### src/sv/length_framed_byte_receiver_assert.svh
`ifndef LENGTH_FRAMED_BYTE_RECEIVER_ASSERT_SVH
`define LENGTH_FRAMED_BYTE_RECEIVER_ASSERT_SVH

// same-cycle implication under reset
`define LFBR_ASSERT_IMPLY(label, clk, rstn, ante, cons) \
    label: assert property (@(posedge clk) disable iff (!(rstn)) (ante) |-> (cons)) \
        else $error("lfbr assertion failed");

// next-cycle implication under reset
`define LFBR_ASSERT_NEXT(label, clk, rstn, ante, cons) \
    label: assert property (@(posedge clk) disable iff (!(rstn)) (ante) |=> (cons)) \
        else $error("lfbr assertion failed");

`endif

### src/sv/lfbr_pkg.sv
package lfbr_pkg;

    localparam int FRAME_BYTES_DEF = 64;
    localparam int TOTAL_W         = 7;
    localparam int FIXED_OVERHEAD  = 7;
    localparam int LEN_LO_POS      = 3;
    localparam int LEN_HI_POS      = 4;

    localparam logic [15:0] GAP_TIMEOUT_RST = 16'd10;
    localparam logic [7:0]  HEAD_RST        = 8'hAA;
    localparam logic [7:0]  END_RST         = 8'h55;

    typedef enum logic [1:0] {
        REG_GAP_TIMEOUT = 2'd0,
        REG_HEAD        = 2'd1,
        REG_END         = 2'd2
    } reg_idx_t;

    typedef struct packed {
        logic [7:0]  rx_value;
        logic [31:0] arrival_ms;
    } in_item_t;

    typedef struct packed {
        logic [7:0]         frame_value;
        logic [TOTAL_W-1:0] frame_total;
        logic               final_flag;
    } out_item_t;

    typedef struct packed {
        logic [15:0] gap_timeout_ms;
        logic [7:0]  head_value;
        logic [7:0]  end_value;
    } cfg_t;

    // one finished frame waiting to be sent
    typedef struct packed {
        logic               bank;
        logic [TOTAL_W-1:0] total;
    } cmd_t;

    // back part hands a bank back to the front part
    typedef struct packed {
        logic done;
        logic bank;
    } rel_t;

endpackage

### src/sv/lfbr_store.sv
module lfbr_store
    import lfbr_pkg::*;
#(
    parameter int FRAME_BYTES = FRAME_BYTES_DEF
) (
    input  logic                                aclk,
    input  logic                                wr_en,
    input  logic [$clog2(FRAME_BYTES):0]        wr_addr,
    input  logic [7:0]                          wr_data,
    input  logic                                rd_en,
    input  logic [$clog2(FRAME_BYTES):0]        rd_addr,
    output logic [7:0]                          rd_data
);

    localparam int AW    = $clog2(FRAME_BYTES);
    localparam int DEPTH = 2 * (2 ** AW);

    logic [7:0] frame_mem [DEPTH];
    logic [7:0] rd_data_reg;

    always_ff @(posedge aclk) begin
        if (wr_en) begin
            frame_mem[wr_addr] <= wr_data;
        end
    end

    always_ff @(posedge aclk) begin
        if (rd_en) begin
            rd_data_reg <= frame_mem[rd_addr];
        end
    end

    assign rd_data = rd_data_reg;

endmodule

### src/sv/lfbr_fifo.sv
`include "length_framed_byte_receiver_assert.svh"

module lfbr_fifo
    import lfbr_pkg::*;
(
    input  logic aclk,
    input  logic aresetn,
    input  logic wr_en,
    input  cmd_t wr_cmd,
    input  logic rd_en,
    output logic rd_valid,
    output cmd_t rd_cmd
);

    cmd_t       entry_reg [2];
    logic       wr_ptr_reg, wr_ptr_next;
    logic       rd_ptr_reg, rd_ptr_next;
    logic [1:0] fill_reg, fill_next;
    logic       full;

    assign full     = (fill_reg == 2'd2);
    assign rd_valid = (fill_reg != 2'd0);
    assign rd_cmd   = entry_reg[rd_ptr_reg];

    always_comb begin
        wr_ptr_next = wr_ptr_reg;
        rd_ptr_next = rd_ptr_reg;
        fill_next   = fill_reg;
        if (wr_en) begin
            wr_ptr_next = ~wr_ptr_reg;
        end
        if (rd_en) begin
            rd_ptr_next = ~rd_ptr_reg;
        end
        if (wr_en && !rd_en) begin
            fill_next = fill_reg + 2'd1;
        end else if (!wr_en && rd_en) begin
            fill_next = fill_reg - 2'd1;
        end
    end

    always_ff @(posedge aclk) begin
        if (!aresetn) begin
            wr_ptr_reg <= 1'b0;
            rd_ptr_reg <= 1'b0;
            fill_reg   <= 2'd0;
        end else begin
            wr_ptr_reg <= wr_ptr_next;
            rd_ptr_reg <= rd_ptr_next;
            fill_reg   <= fill_next;
        end
    end

    always_ff @(posedge aclk) begin
        if (wr_en) begin
            entry_reg[wr_ptr_reg] <= wr_cmd;
        end
    end

    `LFBR_ASSERT_IMPLY(a_no_overflow, aclk, aresetn, wr_en && !rd_en, !full)

endmodule

### src/sv/lfbr_front.sv
`include "length_framed_byte_receiver_assert.svh"

module lfbr_front
    import lfbr_pkg::*;
#(
    parameter int FRAME_BYTES = FRAME_BYTES_DEF
) (
    input  logic                            aclk,
    input  logic                            aresetn,
    input  logic                            s_valid,
    output logic                            s_ready,
    input  in_item_t                        s_data,
    input  cfg_t                            cfg,
    output logic                            wr_en,
    output logic [$clog2(FRAME_BYTES):0]    wr_addr,
    output logic [7:0]                      wr_data,
    output logic                            push,
    output cmd_t                            push_cmd,
    input  rel_t                            release_bank
);

    localparam int AW = $clog2(FRAME_BYTES);
    localparam int CW = $clog2(FRAME_BYTES + 1);

    logic          collecting_reg, collecting_next;
    logic [CW-1:0] count_reg, count_next;
    logic [CW-1:0] target_reg, target_next;
    logic [31:0]   prev_ms_reg, prev_ms_next;
    logic [7:0]    len_lo_reg, len_lo_next;
    logic          wr_bank_reg, wr_bank_next;
    logic [1:0]    busy_reg, busy_next;

    logic          accept;
    logic [31:0]   gap;
    logic          timeout;
    logic          cur_coll;
    logic [CW-1:0] cur_cnt;
    logic [CW-1:0] cur_tgt;
    logic [CW-1:0] cnt_inc;
    logic [CW-1:0] tgt_new;
    logic [16:0]   total;
    logic          too_long;

    assign s_ready = !busy_reg[wr_bank_reg];
    assign accept  = s_valid && s_ready;
    assign wr_data = s_data.rx_value;

    always_comb begin
        gap      = s_data.arrival_ms - prev_ms_reg;
        timeout  = gap > {16'd0, cfg.gap_timeout_ms};
        cur_coll = collecting_reg && !timeout;
        cur_cnt  = timeout ? '0 : count_reg;
        cur_tgt  = timeout ? '0 : target_reg;
        cnt_inc  = cur_cnt + CW'(1);
        total    = 17'(FIXED_OVERHEAD) + {1'b0, s_data.rx_value, len_lo_reg};
        tgt_new  = cur_tgt;
        too_long = 1'b0;

        collecting_next = collecting_reg;
        count_next      = count_reg;
        target_next     = target_reg;
        prev_ms_next    = prev_ms_reg;
        len_lo_next     = len_lo_reg;
        wr_bank_next    = wr_bank_reg;
        wr_en           = 1'b0;
        wr_addr         = {wr_bank_reg, cur_cnt[AW-1:0]};
        push            = 1'b0;
        push_cmd.bank   = wr_bank_reg;
        push_cmd.total  = TOTAL_W'(cnt_inc);

        if (accept) begin
            prev_ms_next    = s_data.arrival_ms;
            collecting_next = cur_coll;
            count_next      = cur_cnt;
            target_next     = cur_tgt;
            if (!cur_coll) begin
                if (s_data.rx_value == cfg.head_value) begin
                    collecting_next = 1'b1;
                    count_next      = CW'(1);
                    target_next     = '0;
                    wr_en           = 1'b1;
                    wr_addr         = {wr_bank_reg, {AW{1'b0}}};
                end
            end else if (cur_cnt >= CW'(FRAME_BYTES)) begin
                collecting_next = 1'b0;
                count_next      = '0;
                target_next     = '0;
            end else begin
                wr_en = 1'b1;
                if (cur_cnt == CW'(LEN_LO_POS)) begin
                    len_lo_next = s_data.rx_value;
                end
                if (cur_cnt == CW'(LEN_HI_POS) && cur_tgt == '0) begin
                    if (total > 17'(FRAME_BYTES)) begin
                        too_long = 1'b1;
                    end else begin
                        tgt_new = CW'(total);
                    end
                end
                if (too_long) begin
                    collecting_next = 1'b0;
                    count_next      = '0;
                    target_next     = '0;
                end else if (tgt_new != '0 && cnt_inc == tgt_new) begin
                    if (s_data.rx_value == cfg.end_value) begin
                        push         = 1'b1;
                        wr_bank_next = ~wr_bank_reg;
                    end
                    collecting_next = 1'b0;
                    count_next      = '0;
                    target_next     = '0;
                end else if (tgt_new != '0 && cnt_inc > tgt_new) begin
                    collecting_next = 1'b0;
                    count_next      = '0;
                    target_next     = '0;
                end else begin
                    collecting_next = 1'b1;
                    count_next      = cnt_inc;
                    target_next     = tgt_new;
                end
            end
        end

        busy_next = busy_reg;
        if (release_bank.done) begin
            busy_next[release_bank.bank] = 1'b0;
        end
        if (push) begin
            busy_next[wr_bank_reg] = 1'b1;
        end
    end

    always_ff @(posedge aclk) begin
        if (!aresetn) begin
            collecting_reg <= 1'b0;
            count_reg      <= '0;
            target_reg     <= '0;
            prev_ms_reg    <= '0;
            wr_bank_reg    <= 1'b0;
            busy_reg       <= '0;
        end else begin
            collecting_reg <= collecting_next;
            count_reg      <= count_next;
            target_reg     <= target_next;
            prev_ms_reg    <= prev_ms_next;
            wr_bank_reg    <= wr_bank_next;
            busy_reg       <= busy_next;
        end
    end

    always_ff @(posedge aclk) begin
        len_lo_reg <= len_lo_next;
    end

    `LFBR_ASSERT_IMPLY(a_push_free_bank, aclk, aresetn, push, !busy_reg[wr_bank_reg])
    `LFBR_ASSERT_NEXT(a_push_flips_bank, aclk, aresetn, push, wr_bank_reg != $past(wr_bank_reg))
    `LFBR_ASSERT_IMPLY(a_idle_clears_counts, aclk, aresetn, !collecting_reg, count_reg == '0 && target_reg == '0)

endmodule

### src/sv/lfbr_back.sv
module lfbr_back
    import lfbr_pkg::*;
#(
    parameter int FRAME_BYTES = FRAME_BYTES_DEF
) (
    input  logic                            aclk,
    input  logic                            aresetn,
    input  logic                            cmd_valid,
    input  cmd_t                            cmd,
    output logic                            pop,
    output logic                            rd_en,
    output logic [$clog2(FRAME_BYTES):0]    rd_addr,
    input  logic [7:0]                      rd_data,
    output logic                            m_valid,
    input  logic                            m_ready,
    output out_item_t                       m_data,
    output rel_t                            release_bank
);

    localparam int AW = $clog2(FRAME_BYTES);

    typedef enum logic [2:0] {
        BK_IDLE  = 3'b001,
        BK_FETCH = 3'b010,
        BK_SEND  = 3'b100
    } bk_state_t;

    bk_state_t          state_reg, state_next;
    logic               bank_reg, bank_next;
    logic [TOTAL_W-1:0] total_reg, total_next;
    logic [AW-1:0]      idx_reg, idx_next;
    logic               last;

    assign last    = (TOTAL_W'(idx_reg) + TOTAL_W'(1)) == total_reg;
    assign rd_addr = {bank_reg, idx_reg};
    assign m_valid = (state_reg == BK_SEND);

    assign m_data.frame_value = rd_data;
    assign m_data.frame_total = total_reg;
    assign m_data.final_flag  = last;

    always_comb begin
        state_next        = state_reg;
        bank_next         = bank_reg;
        total_next        = total_reg;
        idx_next          = idx_reg;
        pop               = 1'b0;
        rd_en             = 1'b0;
        release_bank.done = 1'b0;
        release_bank.bank = bank_reg;
        case (state_reg)
            BK_IDLE: begin
                if (cmd_valid) begin
                    pop        = 1'b1;
                    bank_next  = cmd.bank;
                    total_next = cmd.total;
                    idx_next   = '0;
                    state_next = BK_FETCH;
                end
            end
            BK_FETCH: begin
                rd_en      = 1'b1;
                state_next = BK_SEND;
            end
            BK_SEND: begin
                if (m_ready) begin
                    if (last) begin
                        release_bank.done = 1'b1;
                        state_next        = BK_IDLE;
                    end else begin
                        idx_next   = idx_reg + AW'(1);
                        state_next = BK_FETCH;
                    end
                end
            end
            default: begin
                state_next = BK_IDLE;
            end
        endcase
    end

    always_ff @(posedge aclk) begin
        if (!aresetn) begin
            state_reg <= BK_IDLE;
        end else begin
            state_reg <= state_next;
        end
    end

    always_ff @(posedge aclk) begin
        bank_reg  <= bank_next;
        total_reg <= total_next;
        idx_reg   <= idx_next;
    end

endmodule

### src/sv/length_framed_byte_receiver.sv
// Length-framed byte receiver. Each input transaction is one received byte with its
// millisecond timestamp; a gap above gap_timeout_ms drops a partial frame, a frame opens
// on head_value, bytes 3 and 4 give the little-endian payload length, and a frame of
// 7 + length bytes whose last byte equals end_value is sent out one byte per output
// transaction with final_flag on the last. The front part takes one byte per cycle and
// writes it into one of two frame banks; a finished frame is queued and sent by the
// back part, each byte by a RAM read (BK_FETCH) and then an output (BK_SEND) step; the
// next byte is not fetched until the current one is taken. The input stalls only while
// the bank it is about to fill still holds a frame that has not been fully sent.
module length_framed_byte_receiver
    import lfbr_pkg::*;
#(
    parameter int FRAME_BYTES = FRAME_BYTES_DEF
) (
    input  logic        aclk,
    input  logic        aresetn,
    input  logic        s_valid,
    output logic        s_ready,
    input  in_item_t    s_data,
    output logic        m_valid,
    input  logic        m_ready,
    output out_item_t   m_data,
    input  logic        psel,
    input  logic        penable,
    input  logic        pwrite,
    input  logic [3:0]  paddr,
    input  logic [31:0] pwdata,
    output logic [31:0] prdata,
    output logic        pready
);

    localparam int AW = $clog2(FRAME_BYTES);

    logic [15:0] gap_timeout_reg;
    logic [7:0]  head_value_reg;
    logic [7:0]  end_value_reg;
    cfg_t        cfg;
    reg_idx_t    reg_idx;
    logic        cfg_wr;

    logic        wr_en;
    logic [AW:0] wr_addr;
    logic [7:0]  wr_data;
    logic        rd_en;
    logic [AW:0] rd_addr;
    logic [7:0]  rd_data;
    logic        push;
    cmd_t        push_cmd;
    logic        pop;
    logic        cmd_valid;
    cmd_t        cmd;
    rel_t        release_bank;

    assign pready  = 1'b1;
    assign reg_idx = reg_idx_t'(paddr[3:2]);
    assign cfg_wr  = psel && penable && pwrite && pready;

    always_ff @(posedge aclk) begin
        if (!aresetn) begin
            gap_timeout_reg <= GAP_TIMEOUT_RST;
            head_value_reg  <= HEAD_RST;
            end_value_reg   <= END_RST;
        end else if (cfg_wr) begin
            case (reg_idx)
                REG_GAP_TIMEOUT: gap_timeout_reg <= pwdata[15:0];
                REG_HEAD:        head_value_reg  <= pwdata[7:0];
                REG_END:         end_value_reg   <= pwdata[7:0];
                default: begin
                end
            endcase
        end
    end

    always_comb begin
        case (reg_idx)
            REG_GAP_TIMEOUT: prdata = {16'd0, gap_timeout_reg};
            REG_HEAD:        prdata = {24'd0, head_value_reg};
            REG_END:         prdata = {24'd0, end_value_reg};
            default:         prdata = '0;
        endcase
    end

    assign cfg.gap_timeout_ms = gap_timeout_reg;
    assign cfg.head_value     = head_value_reg;
    assign cfg.end_value      = end_value_reg;

    lfbr_front #(
        .FRAME_BYTES(FRAME_BYTES)
    ) u_front (
        .aclk         (aclk),
        .aresetn      (aresetn),
        .s_valid      (s_valid),
        .s_ready      (s_ready),
        .s_data       (s_data),
        .cfg          (cfg),
        .wr_en        (wr_en),
        .wr_addr      (wr_addr),
        .wr_data      (wr_data),
        .push         (push),
        .push_cmd     (push_cmd),
        .release_bank (release_bank)
    );

    lfbr_store #(
        .FRAME_BYTES(FRAME_BYTES)
    ) u_store (
        .aclk    (aclk),
        .wr_en   (wr_en),
        .wr_addr (wr_addr),
        .wr_data (wr_data),
        .rd_en   (rd_en),
        .rd_addr (rd_addr),
        .rd_data (rd_data)
    );

    lfbr_fifo u_fifo (
        .aclk     (aclk),
        .aresetn  (aresetn),
        .wr_en    (push),
        .wr_cmd   (push_cmd),
        .rd_en    (pop),
        .rd_valid (cmd_valid),
        .rd_cmd   (cmd)
    );

    lfbr_back #(
        .FRAME_BYTES(FRAME_BYTES)
    ) u_back (
        .aclk         (aclk),
        .aresetn      (aresetn),
        .cmd_valid    (cmd_valid),
        .cmd          (cmd),
        .pop          (pop),
        .rd_en        (rd_en),
        .rd_addr      (rd_addr),
        .rd_data      (rd_data),
        .m_valid      (m_valid),
        .m_ready      (m_ready),
        .m_data       (m_data),
        .release_bank (release_bank)
    );

endmodule
### config.mk
export PLATFORM = sky130hd
export DESIGN_NAME = length_framed_byte_receiver
export DESIGN_NICKNAME = d
export VERILOG_FILES = /design/src/sv/lfbr_pkg.sv /design/src/sv/lfbr_store.sv /design/src/sv/lfbr_fifo.sv /design/src/sv/lfbr_front.sv /design/src/sv/lfbr_back.sv /design/src/sv/length_framed_byte_receiver.sv
export VERILOG_INCLUDE_DIRS = /design/src /design/src/sv
export SDC_FILE = /design/constraint.sdc
export NUM_CORES = 1
export LEC_CHECK = 0
export BUFFER_PORTS_ARGS = -buffer_cell sky130_fd_sc_hd__buf_2
export CORE_UTILIZATION = 50
export CTS_BUF_LIST = sky130_fd_sc_hd__clkbuf_2 sky130_fd_sc_hd__clkbuf_4 sky130_fd_sc_hd__clkbuf_8
export CTS_CLUSTER_DIAMETER = 60
export DETAILED_ROUTE_END_ITERATION = 8
export PLACE_DENSITY = 0.66
export SYNTH_ARGS = -nofsm -noshare
export SYNTH_HDL_FRONTEND = slang
export SYNTH_SLANG_ARGS = --single-unit
### constraint.sdc
create_clock -name aclk -period 13.2 [get_ports aclk]
set_input_delay 1.32 -clock aclk [delete_from_list [all_inputs] [get_ports aclk]]
set_output_delay 1.32 -clock aclk [all_outputs]
set_load 0.03 [all_outputs]
Yosys cells after proc, flatten, opt, wreduce, memory -nomap -nowiden:

Memory sizes are Yosys's and may differ from the RTL's. A register that Yosys moved wholly into a read port is not among the register bits.
Cells that the tools add are included.

* memories: 2
* register bits: 103
* bits in writable memories: 1040
* logic and storage cells: 154

Memory list
* u_store.frame_mem: depth 128, width 8, rd ports 1, clocked after Yosys merged registers in 1, write ports 1, RTL line lfbr_store.sv:18 `logic [7:0] frame_mem [DEPTH];`
* u_fifo.entry_reg: depth 2, width 8, rd ports 1, clocked after Yosys merged registers in 1, write ports 1, RTL line lfbr_fifo.sv:15 `cmd_t entry_reg [2];`

* equal/unequal tests: 14
* reductions and logical operators: 29
* bitwise logic cells: 8
* magnitude comparators: 8
* mux-type cells: 71
* $add $sub $neg: 7

Operator list (count)
* $mux W7: 19
* $pmux W16 S3: 1
* $mux W6: 6
* $mux W1: 34
* $gt A32 B16 Y1: 1
* $sub A32 B32 Y32: 1
* $add A3 B16 Y17 const A: 1
* $gt A17 B7 Y1 const B: 1
* $eq A8 B8 Y1: 2
* $eq A7 B7 Y1: 2
* $pmux W6 S2: 1
* $logic_and A1 B1 Y1: 11
* $mux W2: 5
* $reduce_and A2 Y1: 5
* $pmux W3 S3: 1
* $reduce_and A4 Y1: 2
* $add A6 B1 Y7 const B: 1
* $add A7 B1 Y7 const B: 1
* $eq A7 B2 Y1 const B: 1
* $eq A7 B3 Y1 const B: 1
* $ge A7 B7 Y1 const B: 1
* $gt A7 B7 Y1: 1
* $logic_not A7 Y1: 1
* $reduce_bool A7 Y1: 1
* 22 further kinds: 36

Logic depth before layout (Yosys ltp):

* word-level depth: 20
* depth in mapped cells: 41

Modules after synthesis:

From an unflattened synthesis, not the netlist that was laid out.

* cell total of the unflattened synthesis: 2752
* area, all modules: 48899.4 um^2

Modules (own cells, without submodules)
* lfbr_store: sequential area each 30989.7 um^2, times used 1, area each 39745.6 um^2, cells each 1635
* lfbr_front: sequential area each 1241.2 um^2, times used 1, area each 5728.0 um^2, cells each 793
* length_framed_byte_receiver: sequential area each 640.6 um^2, times used 1, area each 1689.1 um^2, cells each 196
* lfbr_back: sequential area each 480.5 um^2, times used 1, area each 948.4 um^2, cells each 82
* lfbr_fifo: sequential area each 580.6 um^2, times used 1, area each 788.3 um^2, cells each 46

Worst setup path before layout:

No wires, ideal clock.

* kind: input-to-reg
* start: input s_data[0] (netlist bit)
* end: register u_front.count_reg[3]
* slack: 4809 ps
* library setup time: 90 ps
* arrival: 8302 ps
* stages: 35
* path through: inv_1 ha_1 fa_1 and2b_1 o2111ai_2 a2111oi_4 nor2_1 xnor2_1 ha_1 a21o_1 a21oi_1 o21ai_0 o21ai_0 o2111ai_1 or4b_1 and4b_1 buf_6 buf_6 nand2_2 inv_1 ha_1 nand3_1 or2_2 a21boi_0 ha_1 nand4_1 nor2_1 nor3_1 a21oi_1 or3_1 a21oi_1 nand2_1 nor4b_1 nand4_1 o31ai_1

RTL lines
* start, declared: RTL line length_framed_byte_receiver.sv:19 `input in_item_t s_data,`
* end signal, assigned: RTL line lfbr_front.sv:143 `count_reg <= count_next;`
* end, declared: RTL line lfbr_front.sv:26 `logic [CW-1:0] count_reg, count_next;`

==> results.txt <==
Final period util -> 74.1%
Hold buffer count at cts -> 0
Sequential share of the synthesized area -> 69.1%
Clock skew -> 61.7 ps
Avg WL per Cell -> 26.0 um
Setup TNS -> 0 ps
P_sw -> 2270 uW
Longest Clk Path Bufs -> 3
Post-Syn Area -> 49,100 um^2
Total wire length -> 114 mm
Port Buffers -> 98
Worst EP arrival -> 10,520 ps
Clock Power Share -> 34.5%
Clock latency at the later pin of the worst-skew pair -> 870 ps
Min Tclk post-route -> 9790 ps
Fin. Hold Viols -> 0
Most common cell in the netlist -> edfxtp_1
Post-DRT Antenna Nets -> 0
CTS root buffer -> clkbuf_8
Cts bufs inserted -> 184
Leakage power figure -> 0.0175 uW
Pre-antenna DRT Iters -> 9
Initial antenna violation count -> 3
Violated checks -> DRC
CP Launch Type -> primary input
Crit path required time -> 13,930 ps
Max reg flops -> 1,024
Slew HR -> 9.76%
Least-Margin Pin Slew -> 1340 ps
Gr ovfl total -> 0
Area leader, netlist -> edfxtp_1
Vias in the first global route -> 27.1k
Largest stage delay, worst path -> 600 ps
GP Congestion -> 0.872
# DRC -> 3
Ys flop type -> edfxtp_1
Reg clk slew, reported paths -> 50 ps
P_int -> 6370 uW
Max-slew violation count -> 0
Height of the die -> 315 um
Synth cell count leaders -> edfxtp_1 (1,070), mux4_2 (336), nand2_1 (188)
Clock Sink Count -> 1,159
IO Pins -> 134
Status -> finished with violations
CP max stage cell -> or4b_1
Nets -> 3,097
Sequential share of power -> 47.2%
Synthesized netlist cell count -> 2,751
GRT Util Overall -> 23.4%
Die X -> 315 um
# H-tree levels -> 4
Most frequent cell on the critical path -> ha_1
Max-cap violation count -> 0
Core Region -> 97,000 um^2
Die area -> 99,400 um^2
Synth warn -> 0
# setup viols final -> 0
Global-route wire length before repair -> 171 mm
Row count -> 114
CP Class -> primary input to flip-flop
Unique masters post-synth -> 87
DPL Wire Length -> 72.1 mm
Detailed Route Iter0 Violations -> 2,679
Asr flop ratio synth -> 0%
EDFF count, synth -> 1,070
Pin count of the biggest net entering global routing -> 156
Syn_area_per_cell -> 17.8 um^2
CP endpoint kind -> flip-flop
Layout area overhead -> 11.4%
Unrepaired setup endpoints after global routing -> false
Worst Path Max Fanout -> 26
Util after Layout -> 56.4%
Part of the power in combinational logic -> 18.3%
Synth top area share -> 65.4%
Layout cells sized above 1 -> 27.9%
Post-CTS setup buffer count -> 0
Switching share of power -> 26.3%
CTS tree -> done
Vias per std cell -> 6.01
CTS resizes -> 0
P per Cell Area -> 158 nW/um^2
Synth area leaders -> edfxtp_1 (65%), mux4_2 (15%), dfxtp_1 (3.6%)
Worst Hold Class -> flip-flop to flip-flop
Max VDD drop -> 0.132 mV
Starting Density -> 50.6%
Peak Freq -> 102 MHz
Number of synthesized register bits -> 1,159
Total number of vias -> 26.4k
final timing paths:
| check | start | endpoint | slack [ps] | cells past startpoint |
|---|---|---|---|---|
| worst max-delay path | s_data[0] | u_front.count_reg[5] | 3410 | 35 |
| worst min-delay path | gap_timeout_reg[9] | gap_timeout_reg[9] | 460 | 2 |
| worst max register to register | u_front.prev_ms_reg[0] | u_front.count_reg[5] | 3720 | 33 |
| worst min register to register | gap_timeout_reg[9] | gap_timeout_reg[9] | 460 | 2 |
through the flow:
| step | power [uW] | hold WS [ps] | instances | worst slack (ps) | cell area (um^2) |
|---|---|---|---|---|---|
| after global placement | 5730 | 451 | 4042 | 2760 | 51000 |
| final | 8640 | 462 | 4387 | 3410 | 54700 |
| after detailed placement | 5750 | 457 | 4042 | 2520 | 51000 |
| after global routing | 8940 | 486 | 4387 | 2990 | 54700 |
| after floorplan | 5240 | 424 | 2766 | 4810 | 49100 |
| after CTS | 8720 | 465 | 4384 | 3460 | 54700 |
power groups by stage:
| stage | Sequential (uW) | Clock, uW | Combinational [uW] |
|---|---|---|---|
| 2_1_floorplan | 4140 | 0 | 1100 |
| 3_3_place_gp | 4150 | 0 | 1580 |
| 3_5_place_dp | 4150 | 0 | 1600 |
| 4_1_cts | 4080 | 3040 | 1600 |
| 5_1_grt | 4080 | 3190 | 1670 |
| 6_report | 4080 | 2980 | 1580 |
per-layer routing:
layer / GRT usage (%) / up-vias / part of all wire (%)
li1: - / 11500 / -
met1: 31.8 / 13700 / 41
met2: 38.5 / 1007 / 50
met3: 4.68 / 184 / 6.8
met4: 7.09 / 2 / 2.3
met5: 0 / - / 0.012
kinds of logic after synthesis:
family,share of synthesized area [%]
AOI/OAI and AO/OA,4.01
DFF,69.1
muxes,16.4
xor gates and xnor gates,0.946
buffers and inverters,2.21
other,0.0153
and+or+nand+nor,5.81
adders and majority gates,1.57
worst max-delay path: cells and delay by family:
kind	cells	cell delay, ps
AND/OR/NAND/NOR	14	3590
XOR/XNOR	1	280
adder cells (fa/ha/maj)	5	1520
AO/OA/AOI/OAI	11	3180
buffers and inverters	4	600
area by class of cell:
class / instances / area, um^2
sequential: 1159 / 33900
timing repair buffer: 171 / 1080
clock inverter: 87 / 522
clock buffer: 255 / 3120
fill: 7443 / 42300
multi-input combinational: 1358 / 14200
tap: 1276 / 1600
antenna: 2 / 5.00
inverter: 79 / 297
layout by cell type, fill, tap and decap left out, types with 11 or more instances in the layout:
| master | n |
|---|---|
| a211oi_1 | 27 |
| a21boi_0 | 55 |
| a21o_1 | 14 |
| a21oi_1 | 56 |
| and2_1 | 12 |
| and3_1 | 13 |
| buf_2 | 90 |
| buf_4 | 78 |
| clkbuf_4 | 64 |
| clkbuf_8 | 192 |
| clkinv_1 | 47 |
| clkinv_2 | 27 |
| conb_1 | 17 |
| dfxtp_1 | 89 |
| edfxtp_1 | 1070 |
| ha_1 | 60 |
| inv_1 | 78 |
| mux2_2 | 19 |
| mux2i_1 | 25 |
| mux4_2 | 336 |
| nand2_1 | 188 |
| nand3_1 | 32 |
| nand4_1 | 18 |
| nor2_1 | 107 |
| nor2b_1 | 20 |
| nor3_1 | 77 |
| nor3_2 | 21 |
| nor4_1 | 15 |
| o211ai_1 | 14 |
| o21a_1 | 12 |
| o21ai_0 | 35 |
| o21ai_1 | 11 |
| or3_1 | 12 |
| xnor2_1 | 33 |
| xor2_1 | 20 |
No activity file was read; power rests on OpenSTA's default activity.
